===== src/bmhq_pkg.sv =====
`timescale 1ns / 1ps

package bmhq_pkg;

  // operation codes of an input word
  localparam logic KIND_PUSH = 1'b0;
  localparam logic KIND_POP  = 1'b1;

  // result status codes
  localparam logic [1:0] ST_OK    = 2'd0;
  localparam logic [1:0] ST_EMPTY = 2'd1;
  localparam logic [1:0] ST_FULL  = 2'd2;

  localparam int UPC_BITS = 4;

  // microprogram step addresses
  localparam logic [UPC_BITS-1:0] S_WAIT       = 4'd0;
  localparam logic [UPC_BITS-1:0] S_DISPATCH   = 4'd1;
  localparam logic [UPC_BITS-1:0] S_PUSH_CHK   = 4'd2;
  localparam logic [UPC_BITS-1:0] S_PUSH_INIT  = 4'd3;
  localparam logic [UPC_BITS-1:0] S_UP_RD      = 4'd4;
  localparam logic [UPC_BITS-1:0] S_UP_CMP     = 4'd5;
  localparam logic [UPC_BITS-1:0] S_UP_PLACE   = 4'd6;
  localparam logic [UPC_BITS-1:0] S_POP_CHK    = 4'd7;
  localparam logic [UPC_BITS-1:0] S_POP_TAKE   = 4'd8;
  localparam logic [UPC_BITS-1:0] S_DN_RD      = 4'd9;
  localparam logic [UPC_BITS-1:0] S_DN_CMP     = 4'd10;
  localparam logic [UPC_BITS-1:0] S_DN_PLACE   = 4'd11;
  localparam logic [UPC_BITS-1:0] S_EMIT_OK    = 4'd12;
  localparam logic [UPC_BITS-1:0] S_EMIT_FULL  = 4'd13;
  localparam logic [UPC_BITS-1:0] S_EMIT_EMPTY = 4'd14;

  typedef enum logic [3:0] {
    A_NONE,
    A_ACCEPT,
    A_PUSH_INIT,
    A_UP_READ,
    A_UP_STEP,
    A_PLACE,
    A_POP_READ,
    A_POP_TAKE,
    A_DN_READ,
    A_DN_STEP,
    A_EMIT_OK,
    A_EMIT_EMPTY,
    A_EMIT_FULL
  } act_e;

  typedef enum logic [3:0] {
    C_NEVER,
    C_ALWAYS,
    C_NO_IN,
    C_POP,
    C_FULL,
    C_ROOT,
    C_UP_MOVE,
    C_EMPTY,
    C_LAST,
    C_LEAF,
    C_DN_MOVE,
    C_OUT_BUSY
  } cond_e;

  typedef struct packed {
    act_e                act;
    cond_e               cond;
    logic [UPC_BITS-1:0] target;
    logic                done;    // fall through to S_WAIT instead of the next step
  } ucw_t;

  typedef struct packed {
    logic accepted;
    logic is_pop;
    logic full;
    logic root;
    logic up_move;
    logic empty;
    logic last;
    logic leaf;
    logic dn_move;
    logic out_busy;
  } flags_t;

  function automatic ucw_t ucw(input act_e a, input cond_e c,
                               input logic [UPC_BITS-1:0] t, input logic d);
    ucw_t w;
    w.act    = a;
    w.cond   = c;
    w.target = t;
    w.done   = d;
    return w;
  endfunction

  // control store
  function automatic ucw_t ucode_rom(input logic [UPC_BITS-1:0] addr);
    ucw_t w;
    case (addr)
      S_WAIT:       w = ucw(A_ACCEPT,     C_NO_IN,    S_WAIT,       1'b0);
      S_DISPATCH:   w = ucw(A_NONE,       C_POP,      S_POP_CHK,    1'b0);
      S_PUSH_CHK:   w = ucw(A_NONE,       C_FULL,     S_EMIT_FULL,  1'b0);
      S_PUSH_INIT:  w = ucw(A_PUSH_INIT,  C_NEVER,    S_WAIT,       1'b0);
      S_UP_RD:      w = ucw(A_UP_READ,    C_ROOT,     S_UP_PLACE,   1'b0);
      S_UP_CMP:     w = ucw(A_UP_STEP,    C_UP_MOVE,  S_UP_RD,      1'b0);
      S_UP_PLACE:   w = ucw(A_PLACE,      C_ALWAYS,   S_EMIT_OK,    1'b0);
      S_POP_CHK:    w = ucw(A_POP_READ,   C_EMPTY,    S_EMIT_EMPTY, 1'b0);
      S_POP_TAKE:   w = ucw(A_POP_TAKE,   C_LAST,     S_EMIT_OK,    1'b0);
      S_DN_RD:      w = ucw(A_DN_READ,    C_LEAF,     S_DN_PLACE,   1'b0);
      S_DN_CMP:     w = ucw(A_DN_STEP,    C_DN_MOVE,  S_DN_RD,      1'b0);
      S_DN_PLACE:   w = ucw(A_PLACE,      C_ALWAYS,   S_EMIT_OK,    1'b0);
      S_EMIT_OK:    w = ucw(A_EMIT_OK,    C_OUT_BUSY, S_EMIT_OK,    1'b1);
      S_EMIT_FULL:  w = ucw(A_EMIT_FULL,  C_OUT_BUSY, S_EMIT_FULL,  1'b1);
      S_EMIT_EMPTY: w = ucw(A_EMIT_EMPTY, C_OUT_BUSY, S_EMIT_EMPTY, 1'b1);
      default:      w = ucw(A_NONE,       C_ALWAYS,   S_WAIT,       1'b0);
    endcase
    return w;
  endfunction

endpackage


===== src/bmhq_if.sv =====
`timescale 1ns / 1ps

interface bmhq_in_if #(
  parameter int KEY_BITS = 8,
  parameter int TAG_BITS = 16
);
  logic                valid;
  logic                ready;
  logic                kind;
  logic [KEY_BITS-1:0] entry_key;
  logic [TAG_BITS-1:0] entry_tag;

  modport source (output valid, kind, entry_key, entry_tag, input ready);
  modport sink   (input valid, kind, entry_key, entry_tag, output ready);
endinterface

interface bmhq_out_if #(
  parameter int KEY_BITS = 8,
  parameter int TAG_BITS = 16,
  parameter int OCC_BITS = 7
);
  logic                valid;
  logic                ready;
  logic [1:0]          status;
  logic [KEY_BITS-1:0] popped_key;
  logic [TAG_BITS-1:0] popped_tag;
  logic [OCC_BITS-1:0] occupancy;

  modport source (output valid, status, popped_key, popped_tag, occupancy, input ready);
  modport sink   (input valid, status, popped_key, popped_tag, occupancy, output ready);
endinterface


===== src/binary_min_heap_queue_top.sv =====
`timescale 1ns / 1ps
// Channel  Dir  Word fields                                     Handshake
// in_i     in   kind, entry_key, entry_tag                      valid/ready
// out_o    out  status, popped_key, popped_tag, occupancy       valid/ready
//
// Push: the new entry moves up level by level until it reaches the root or a
// compare stops it; pop likewise moves down to a leaf or until a compare stops it.
// Each level is one heap read plus one compare-and-write step. A refused push, an
// empty pop and a last-entry pop go straight to their result with no heap walk.
// Reset clears the entry count and the step counter; no clearing pass.
// A new word is taken while the previous result still waits in the output
// register; the sequencer stalls only when it must emit into a full register.
module binary_min_heap_queue_top #(
  parameter int HEAP_DEPTH = 64,
  parameter int KEY_BITS   = 8,
  parameter int TAG_BITS   = 16
) (
  input  logic       clk_i,
  input  logic       rst_ni,
  bmhq_in_if.sink    in_i,
  bmhq_out_if.source out_o
);
  import bmhq_pkg::*;

  ucw_t   ctrl;
  flags_t flags;

  bmhq_seq u_seq (
    .clk_i   (clk_i),
    .rst_ni  (rst_ni),
    .flags_i (flags),
    .ctrl_o  (ctrl)
  );

  bmhq_dpath #(
    .HEAP_DEPTH (HEAP_DEPTH),
    .KEY_BITS   (KEY_BITS),
    .TAG_BITS   (TAG_BITS)
  ) u_dpath (
    .clk_i   (clk_i),
    .rst_ni  (rst_ni),
    .ctrl_i  (ctrl),
    .flags_o (flags),
    .in_i    (in_i),
    .out_o   (out_o)
  );

endmodule


===== src/bmhq_seq.sv =====
`timescale 1ns / 1ps

module bmhq_seq (
  input  logic             clk_i,
  input  logic             rst_ni,
  input  bmhq_pkg::flags_t flags_i,
  output bmhq_pkg::ucw_t   ctrl_o
);
  import bmhq_pkg::*;

  logic [UPC_BITS-1:0] upc_q, upc_d;
  ucw_t                word;
  logic                take;

  assign word   = ucode_rom(upc_q);
  assign ctrl_o = word;

  always_comb begin
    case (word.cond)
      C_NEVER:    take = 1'b0;
      C_ALWAYS:   take = 1'b1;
      C_NO_IN:    take = !flags_i.accepted;
      C_POP:      take = flags_i.is_pop;
      C_FULL:     take = flags_i.full;
      C_ROOT:     take = flags_i.root;
      C_UP_MOVE:  take = flags_i.up_move;
      C_EMPTY:    take = flags_i.empty;
      C_LAST:     take = flags_i.last;
      C_LEAF:     take = flags_i.leaf;
      C_DN_MOVE:  take = flags_i.dn_move;
      C_OUT_BUSY: take = flags_i.out_busy;
      default:    take = 1'b0;
    endcase
  end

  always_comb begin
    if (take) begin
      upc_d = word.target;
    end else if (word.done) begin
      upc_d = S_WAIT;
    end else begin
      upc_d = upc_q + UPC_BITS'(1);
    end
  end

  always_ff @(posedge clk_i or negedge rst_ni) begin
    if (!rst_ni) begin
      upc_q <= S_WAIT;
    end else begin
      upc_q <= upc_d;
    end
  end

endmodule


===== src/bmhq_dpath.sv =====
`timescale 1ns / 1ps

module bmhq_dpath #(
  parameter int HEAP_DEPTH = 64,
  parameter int KEY_BITS   = 8,
  parameter int TAG_BITS   = 16
) (
  input  logic             clk_i,
  input  logic             rst_ni,
  input  bmhq_pkg::ucw_t   ctrl_i,
  output bmhq_pkg::flags_t flags_o,
  bmhq_in_if.sink          in_i,
  bmhq_out_if.source       out_o
);
  import bmhq_pkg::*;

  localparam int AW = $clog2(HEAP_DEPTH);
  localparam int CW = $clog2(HEAP_DEPTH + 1);
  localparam int EW = KEY_BITS + TAG_BITS;
  localparam int XW = AW + 2;

  logic [EW-1:0]       mem_q [HEAP_DEPTH];
  logic [EW-1:0]       rd_a_q, rd_b_q, cur_q;
  logic [AW-1:0]       pos_q;
  logic [CW-1:0]       count_q;
  logic                kind_q;
  logic [KEY_BITS-1:0] pkey_q;
  logic [TAG_BITS-1:0] ptag_q;

  logic                out_valid_q;
  logic [1:0]          out_status_q;
  logic [KEY_BITS-1:0] out_key_q;
  logic [TAG_BITS-1:0] out_tag_q;
  logic [CW-1:0]       out_occ_q;

  logic [AW-1:0]       rd_a_addr, rd_b_addr, parent, best_addr;
  logic [XW-1:0]       left_x, right_x, count_x;
  logic [CW-1:0]       count_m1;
  logic [KEY_BITS-1:0] cur_key, a_key, b_key;
  logic                left_lt, right_lt, up_move, dn_move;
  logic [EW-1:0]       best_data, wr_data;
  logic                wr_en, accepted, out_busy, emit;
  logic [1:0]          emit_status;

  assign cur_key  = cur_q[EW-1 -: KEY_BITS];
  assign a_key    = rd_a_q[EW-1 -: KEY_BITS];
  assign b_key    = rd_b_q[EW-1 -: KEY_BITS];

  assign left_x   = {1'b0, pos_q, 1'b1};
  assign right_x  = {1'b0, pos_q, 1'b0} + XW'(2);
  assign count_x  = XW'(count_q);
  assign count_m1 = count_q - CW'(1);
  assign parent   = (pos_q - AW'(1)) >> 1;

  // strict compares: equal keys never move
  assign up_move   = a_key > cur_key;
  assign left_lt   = a_key < cur_key;
  assign right_lt  = (right_x < count_x) && (b_key < (left_lt ? a_key : cur_key));
  assign dn_move   = left_lt || right_lt;
  assign best_data = right_lt ? rd_b_q : rd_a_q;
  assign best_addr = right_lt ? right_x[AW-1:0] : left_x[AW-1:0];

  assign in_i.ready = (ctrl_i.act == A_ACCEPT);
  assign accepted   = in_i.valid && in_i.ready;
  assign out_busy   = out_valid_q && !out_o.ready;

  always_comb begin
    rd_a_addr = '0;
    rd_b_addr = '0;
    case (ctrl_i.act)
      A_UP_READ: begin
        rd_a_addr = parent;
      end
      A_POP_READ: begin
        rd_b_addr = count_m1[AW-1:0];
      end
      A_DN_READ: begin
        rd_a_addr = left_x[AW-1:0];
        rd_b_addr = right_x[AW-1:0];
      end
      default: begin
        rd_a_addr = '0;
      end
    endcase
  end

  always_comb begin
    wr_en   = 1'b0;
    wr_data = cur_q;
    case (ctrl_i.act)
      A_UP_STEP: begin
        wr_en   = up_move;
        wr_data = rd_a_q;
      end
      A_DN_STEP: begin
        wr_en   = dn_move;
        wr_data = best_data;
      end
      A_PLACE: begin
        wr_en   = 1'b1;
      end
      default: begin
        wr_en   = 1'b0;
      end
    endcase
  end

  always_comb begin
    emit        = 1'b0;
    emit_status = ST_OK;
    case (ctrl_i.act)
      A_EMIT_OK: begin
        emit        = 1'b1;
      end
      A_EMIT_EMPTY: begin
        emit        = 1'b1;
        emit_status = ST_EMPTY;
      end
      A_EMIT_FULL: begin
        emit        = 1'b1;
        emit_status = ST_FULL;
      end
      default: begin
        emit        = 1'b0;
      end
    endcase
  end

  // heap store: one write port, two registered read ports
  always_ff @(posedge clk_i) begin
    if (wr_en) begin
      mem_q[pos_q] <= wr_data;
    end
    rd_a_q <= mem_q[rd_a_addr];
    rd_b_q <= mem_q[rd_b_addr];
  end

  always_ff @(posedge clk_i or negedge rst_ni) begin
    if (!rst_ni) begin
      count_q     <= '0;
      pos_q       <= '0;
      kind_q      <= KIND_PUSH;
      out_valid_q <= 1'b0;
    end else begin
      if (accepted) begin
        kind_q <= in_i.kind;
      end
      case (ctrl_i.act)
        A_PUSH_INIT: begin
          pos_q   <= count_q[AW-1:0];
          count_q <= count_q + CW'(1);
        end
        A_UP_STEP: begin
          if (up_move) begin
            pos_q <= parent;
          end
        end
        A_POP_TAKE: begin
          pos_q   <= '0;
          count_q <= count_m1;
        end
        A_DN_STEP: begin
          if (dn_move) begin
            pos_q <= best_addr;
          end
        end
        default: begin
          pos_q <= pos_q;
        end
      endcase
      if (emit && !out_busy) begin
        out_valid_q <= 1'b1;
      end else if (out_o.ready) begin
        out_valid_q <= 1'b0;
      end
    end
  end

  always_ff @(posedge clk_i) begin
    if (accepted) begin
      cur_q  <= {in_i.entry_key, in_i.entry_tag};
      pkey_q <= '0;
      ptag_q <= '0;
    end
    if (ctrl_i.act == A_POP_TAKE) begin
      // hold the root for the result, take the last entry as the hole filler
      pkey_q <= rd_a_q[EW-1 -: KEY_BITS];
      ptag_q <= rd_a_q[TAG_BITS-1:0];
      cur_q  <= rd_b_q;
    end
    if (emit && !out_busy) begin
      out_status_q <= emit_status;
      out_key_q    <= pkey_q;
      out_tag_q    <= ptag_q;
      out_occ_q    <= count_q;
    end
  end

  assign out_o.valid      = out_valid_q;
  assign out_o.status     = out_status_q;
  assign out_o.popped_key = out_key_q;
  assign out_o.popped_tag = out_tag_q;
  assign out_o.occupancy  = out_occ_q;

  assign flags_o.accepted = accepted;
  assign flags_o.is_pop   = (kind_q == KIND_POP);
  assign flags_o.full     = (count_q == CW'(HEAP_DEPTH));
  assign flags_o.root     = (pos_q == '0);
  assign flags_o.up_move  = up_move;
  assign flags_o.empty    = (count_q == '0);
  assign flags_o.last     = (count_q == CW'(1));
  assign flags_o.leaf     = (left_x >= count_x);
  assign flags_o.dn_move  = dn_move;
  assign flags_o.out_busy = out_busy;

endmodule


===== src/flat_wrapper.sv =====
// flat-port wrapper written by rule: the top's interface ports become plain ports
module binary_min_heap_queue_top_flat import bmhq_pkg::*;
#(
  parameter int HEAP_DEPTH = 64,
  parameter int KEY_BITS   = 8,
  parameter int TAG_BITS   = 16
)
  (clk_i, rst_ni, in_i_valid, in_i_kind, in_i_entry_key, in_i_entry_tag, in_i_ready, out_o_valid, out_o_status, out_o_popped_key, out_o_popped_tag, out_o_occupancy, out_o_ready);
  bmhq_in_if #(.KEY_BITS(KEY_BITS), .TAG_BITS(TAG_BITS)) in_i_i ();
  bmhq_out_if #(.KEY_BITS(KEY_BITS), .TAG_BITS(TAG_BITS)) out_o_i ();
  input  logic clk_i;
  input  logic rst_ni;
  input wire logic [$bits(in_i_i.valid)-1:0] in_i_valid;
  input wire logic [$bits(in_i_i.kind)-1:0] in_i_kind;
  input wire logic [$bits(in_i_i.entry_key)-1:0] in_i_entry_key;
  input wire logic [$bits(in_i_i.entry_tag)-1:0] in_i_entry_tag;
  output wire logic [$bits(in_i_i.ready)-1:0] in_i_ready;
  output wire logic [$bits(out_o_i.valid)-1:0] out_o_valid;
  output wire logic [$bits(out_o_i.status)-1:0] out_o_status;
  output wire logic [$bits(out_o_i.popped_key)-1:0] out_o_popped_key;
  output wire logic [$bits(out_o_i.popped_tag)-1:0] out_o_popped_tag;
  output wire logic [$bits(out_o_i.occupancy)-1:0] out_o_occupancy;
  input wire logic [$bits(out_o_i.ready)-1:0] out_o_ready;
  assign in_i_i.valid = in_i_valid;
  assign in_i_i.kind = in_i_kind;
  assign in_i_i.entry_key = in_i_entry_key;
  assign in_i_i.entry_tag = in_i_entry_tag;
  assign in_i_ready = in_i_i.ready;
  assign out_o_valid = out_o_i.valid;
  assign out_o_status = out_o_i.status;
  assign out_o_popped_key = out_o_i.popped_key;
  assign out_o_popped_tag = out_o_i.popped_tag;
  assign out_o_occupancy = out_o_i.occupancy;
  assign out_o_i.ready = out_o_ready;
  binary_min_heap_queue_top #(.HEAP_DEPTH(HEAP_DEPTH), .KEY_BITS(KEY_BITS), .TAG_BITS(TAG_BITS)) u_core (.clk_i(clk_i), .rst_ni(rst_ni), .in_i(in_i_i), .out_o(out_o_i));
endmodule

===== config.mk =====
export PLATFORM = sky130hd
export DESIGN_NAME = binary_min_heap_queue_top_flat
export DESIGN_NICKNAME = d
export VERILOG_FILES = /design/src/bmhq_pkg.sv /design/src/bmhq_if.sv /design/src/binary_min_heap_queue_top.sv /design/src/bmhq_seq.sv /design/src/bmhq_dpath.sv /design/src/flat_wrapper.sv
export SDC_FILE = /design/constraint.sdc
export NUM_CORES = 2
export LEC_CHECK = 0
export BUFFER_PORTS_ARGS = -buffer_cell sky130_fd_sc_hd__buf_2
export CELL_PAD_IN_SITES_DETAIL_PLACEMENT = 1
export CELL_PAD_IN_SITES_GLOBAL_PLACEMENT = 1
export CORE_ASPECT_RATIO = 2
export CORE_MARGIN = 5
export CORE_UTILIZATION = 50
export CTS_CLUSTER_DIAMETER = 50
export DETAILED_ROUTE_END_ITERATION = 8
export PLACE_DENSITY = 0.79
export SETUP_SLACK_MARGIN = 0.05
export SKIP_CTS_REPAIR_TIMING = 1
export SLEW_MARGIN = 15
export SYNTH_ARGS = -nofsm -noshare
export SYNTH_HDL_FRONTEND = slang
export SYNTH_SLANG_ARGS = --single-unit

===== constraint.sdc =====
create_clock -name clk_i -period 11.4 [get_ports clk_i]
set_input_delay 1.14 -clock clk_i [delete_from_list [all_inputs] [get_ports clk_i]]
set_output_delay 1.14 -clock clk_i [all_outputs]
set_load 0.02 [all_outputs]

==> results.yml <==
yosys:
  synth_nets: 7850
  synth_xor_area_share_pct: 0.237
  syn_area_per_cell_um2: 10.4
  synthDominantAreaCellType: "edfxtp_1"
  ys_warn_count: 0
  ys_seq_area_share_pct: 61.5
  synth.cell_area_um2: 81200
  synth_area_leaders: "edfxtp_1 60%, nand2_1 11%, nand3_1 6.3%, mux2i_1 2.4%, a21oi_1 2.2%"
  synthAdderAreaFrac_pct: 0.647
  async_flop_share_pct: 1.13
  synth_top_family_by_area: "simple AND/OR/NAND/NOR gates"
  synthSimpleGateAreaFrac_pct: 21.0
  synth-compound-area-share_pct: 10.3
  synth.top_cell.area_share_pct: 59.8
  synth_edf_count: 1617
  ys_seq_elements: 1684
  synth_mux_area_share_pct: 2.81
  ys.flop_type: "edfxtp_1"
  syn_inst: 7779
  ys_types: 74
worst_setup_path:
  crit_fanout: 24
  end_kind: "register"
  worstPathArrival_ps: 7140
  worst_ep_required_time_ps: 11820
  reg2reg_depth: 19
  r2r_slack_ps: 4680
  r2r_start: "u_core.u_dpath.cur_q[22]$_DFFE_PP_"
  cp-start-kind: "register"
  path_class: "reg2reg"
  r2r-end: "u_core.u_dpath.mem_q[11][16]$_DFFE_PP_"
floorplan:
  dieArea_um2: 171000
  die_y_um: 580
  die_x_um: 295
  row_count: 209
  ios: 64
  start_util_pct: 50.2
  core_um2: 162000
timing:
  worst_pin_slew_ps: 1430
  min_period_ps: 6720
  relSlewSlack_pct: 3.93
  drv_slew: 0
  hold_ws_ps: 307
  rsz0062_at_grt: "false"
  setup_tns_ps: 0
  setup_ws_ps: 4680
  worst_clock_skew_ps: 35.2
  fmax_mhz: 149
  fin_crit_sh_pct: 58.9
  setup_viol: 0
  finalHoldViolations: 0
grt:
  gr-total-overflow: 0
  grt_pass1_wl_um: 500000
  grt_use_met1_pct: 42.4
  antenna_found_initial: 27
  grt_max_degree: 160
  busiest_layer: "met2"
  met3_usage_pct: 8.21
  grtUsageMet2_pct: 64.7
  grt_pass1_vias: 71800
  gr-usage-all-layers_pct: 40.3
cts:
  cts_tree: "built"
  clkTransAtPathRegs_ps: 70
  clock-root-buffer: "clkbuf_16"
  clk_latency_ps: 830
  clock_path_buffers: 4
  cts_buffers: 161
  cts.sinks: 1684
  htree_levels: 4
layout:
  multi_input_area_um2: 29300
  layout.nets: 7637
  fillCellCount: 17200
  area_growth_pct: 9.85
  drive_gt1_share_pct: 8.49
  seqCellArea_um2: 50000
placed_design:
  dpl_worst_slack_ps: 4780
  gp_congestion: 0.959
  port_buffers: 63
  place_hpwl_um: 221000
power:
  p_per_area_nw_per_um2: 340
  leakagePower_nw: 31.4
  vdd_drop_max_mv: 0.303
min_path:
  hp-class: "in2async"
routing:
  wl_per_cell_um: 36.4
  drt_iter0_drc: 9077
  dr.pass1.iters: 9
  route.detailed.drc: 0
  ant_nets: 0
  vias: 69200
  avgViaCountPerCell: 7.05
  wl_um: 357000
flow_run:
  max_cap_viol_count: 0
outcome:
  status: "finished, final reports clean"
==> how the worst max path moves through the flow <==
stage	start	endpoint	slack (ps)	cells past startpoint
after detailed placement	u_core.u_dpath.cur_q[22]$_DFFE_PP_	u_core.u_dpath.mem_q[9][5]$_DFFE_PP_	4780	19
after global routing	u_core.u_dpath.cur_q[22]$_DFFE_PP_	u_core.u_dpath.mem_q[11][16]$_DFFE_PP_	4380	19
after floorplan	u_core.u_dpath.cur_q[17]$_DFFE_PP_	u_core.u_dpath.mem_q[62][0]$_DFFE_PP_	5850	19
after CTS	u_core.u_dpath.cur_q[22]$_DFFE_PP_	u_core.u_dpath.mem_q[9][18]$_DFFE_PP_	4700	19
final	u_core.u_dpath.cur_q[22]$_DFFE_PP_	u_core.u_dpath.mem_q[11][16]$_DFFE_PP_	4680	19
after global placement	u_core.u_seq.upc_q[3]$_DFF_PN0_	u_core.u_dpath.rd_a_q[13]$_DFF_P_	4740	13
==> synthesized netlist by cell type (5+ instances only) <==
cell / number
buf_1: 86
a21oi_1: 353
nand3_1: 1022
a2111oi_1: 18
o31ai_1: 6
or3_1: 6
dfrtp_1: 19
nand4_1: 41
o21ai_0: 106
nor3b_1: 5
a32oi_1: 23
nor2_1: 147
mux2i_1: 198
a211o_1: 15
and4b_1: 6
o211ai_1: 25
nand2b_1: 8
a222oi_1: 26
and3_1: 261
buf_2: 188
nand2_1: 2347
and2_1: 6
a211oi_1: 114
ha_1: 42
o22a_1: 6
nor2b_1: 8
xor2_1: 6
a311oi_1: 151
a31oi_1: 92
o32ai_1: 26
a22o_1: 24
mux4_2: 13
dfxtp_1: 48
a221oi_1: 6
a22oi_1: 159
clkbuf_1: 340
inv_1: 56
o221ai_1: 7
o22ai_1: 19
nor3_1: 39
edfxtp_1: 1617
o2111ai_1: 17
xnor2_1: 16
==> cell type report <==
cell class,instances,share of cell area [%]
antenna,14,0.0393
clock buffer,200,4.82
clock inverter,79,0.852
inverter,56,0.238
multi-input combinational,5420,32.8
sequential,1684,56.0
tap,2110,2.96
timing repair buffer,243,2.26
==> cell families after synthesis <==
family / count (synthesis)
AND/OR/NAND/NOR: 3923
buffers and inverters: 675
multiplexers: 212
adder cells (fa/ha/maj): 42
XOR/XNOR: 22
AO/OA/AOI/OAI: 1221
flip-flops: 1684
==> layout by cell type (no fill, tap or decap), types with 32 or more instances in the layout <==
cell type  instances
a211oi_1         106
mux2i_1          198
nand4_1           41
nor2_4            60
and3_1           261
inv_1             32
buf_4            152
nand3_1         1021
dfxtp_1           48
nor2_1            68
buf_2             63
a22oi_1          159
a31oi_1           91
nor3_1            34
o21ai_0           93
ha_1              42
a311oi_1         151
clkbuf_16        165
nand2_1         2342
edfxtp_1        1617
a21oi_1          352
==> critical path: stages (launching register included) <==
cell and delay, ps:
edfxtp_1 410, inv_1 110, ha_1 260, a21o_1 170
a21oi_1 150, nand2_1 110, nor2_1 490, buf_4 320
nor2_1 60, a21oi_1 150, ha_1 270, nand4_1 100
a21oi_1 60, and2_1 170, o31a_1 120, a221oi_1 410
o21ai_0 430, nand2_1 300, nand3_1 920, nor2_4 1310
==> power breakdown <==
part           internal [mW]  total, mW  switching, mW
sequential              9.05       9.45          0.401
clock                   2.98       5.43           2.45
combinational           3.62       15.5           11.8
==> flip-flops by register name, summed over array words and instances (netlist names) <==
register / flops
u_core.u_dpath.cur_q: 24
u_core.u_dpath.pkey_q: 8
u_core.u_dpath.out_o.status: 2
u_core.u_dpath.out_o.valid: 1
u_core.u_seq.upc_q: 4
u_core.u_dpath.rd_a_q: 24
u_core.u_dpath.out_o.occupancy: 7
u_core.u_dpath.rd_b_q: 24
u_core.u_dpath.pos_q: 6
u_core.u_dpath.out_o.popped_tag: 16
u_core.u_dpath.out_o.popped_key: 8
u_core.u_dpath.count_q: 7
u_core.u_dpath.kind_q: 1
u_core.u_dpath.mem_q: 1536
u_core.u_dpath.ptag_q: 16
==> per-stage QoR <==
stage / utilization [%] / instances / power (mW) / area [um^2]
2_1_floorplan: - / 7779 / 17.3 / 81200
3_3_place_gp: 51.9 / 9506 / 23.8 / 84000
3_5_place_dp: 51.9 / 9510 / 24.3 / 84000
4_1_cts: 55.0 / 9789 / 29.6 / 89100
5_1_grt: 55.1 / 9795 / 30.9 / 89200
6_report: 55.1 / 9806 / 30.3 / 89200
==> per-layer routing <==
metal | routed length, um | up-vias
met2 | 168000 | 4612
met1 | 110000 | 34800
met3 | 31600 | 1641
met4 | 47700 | 6
li1 | - | 28100
met5 | 58 | -
Note: power is estimated with default switching activity, not from simulation.
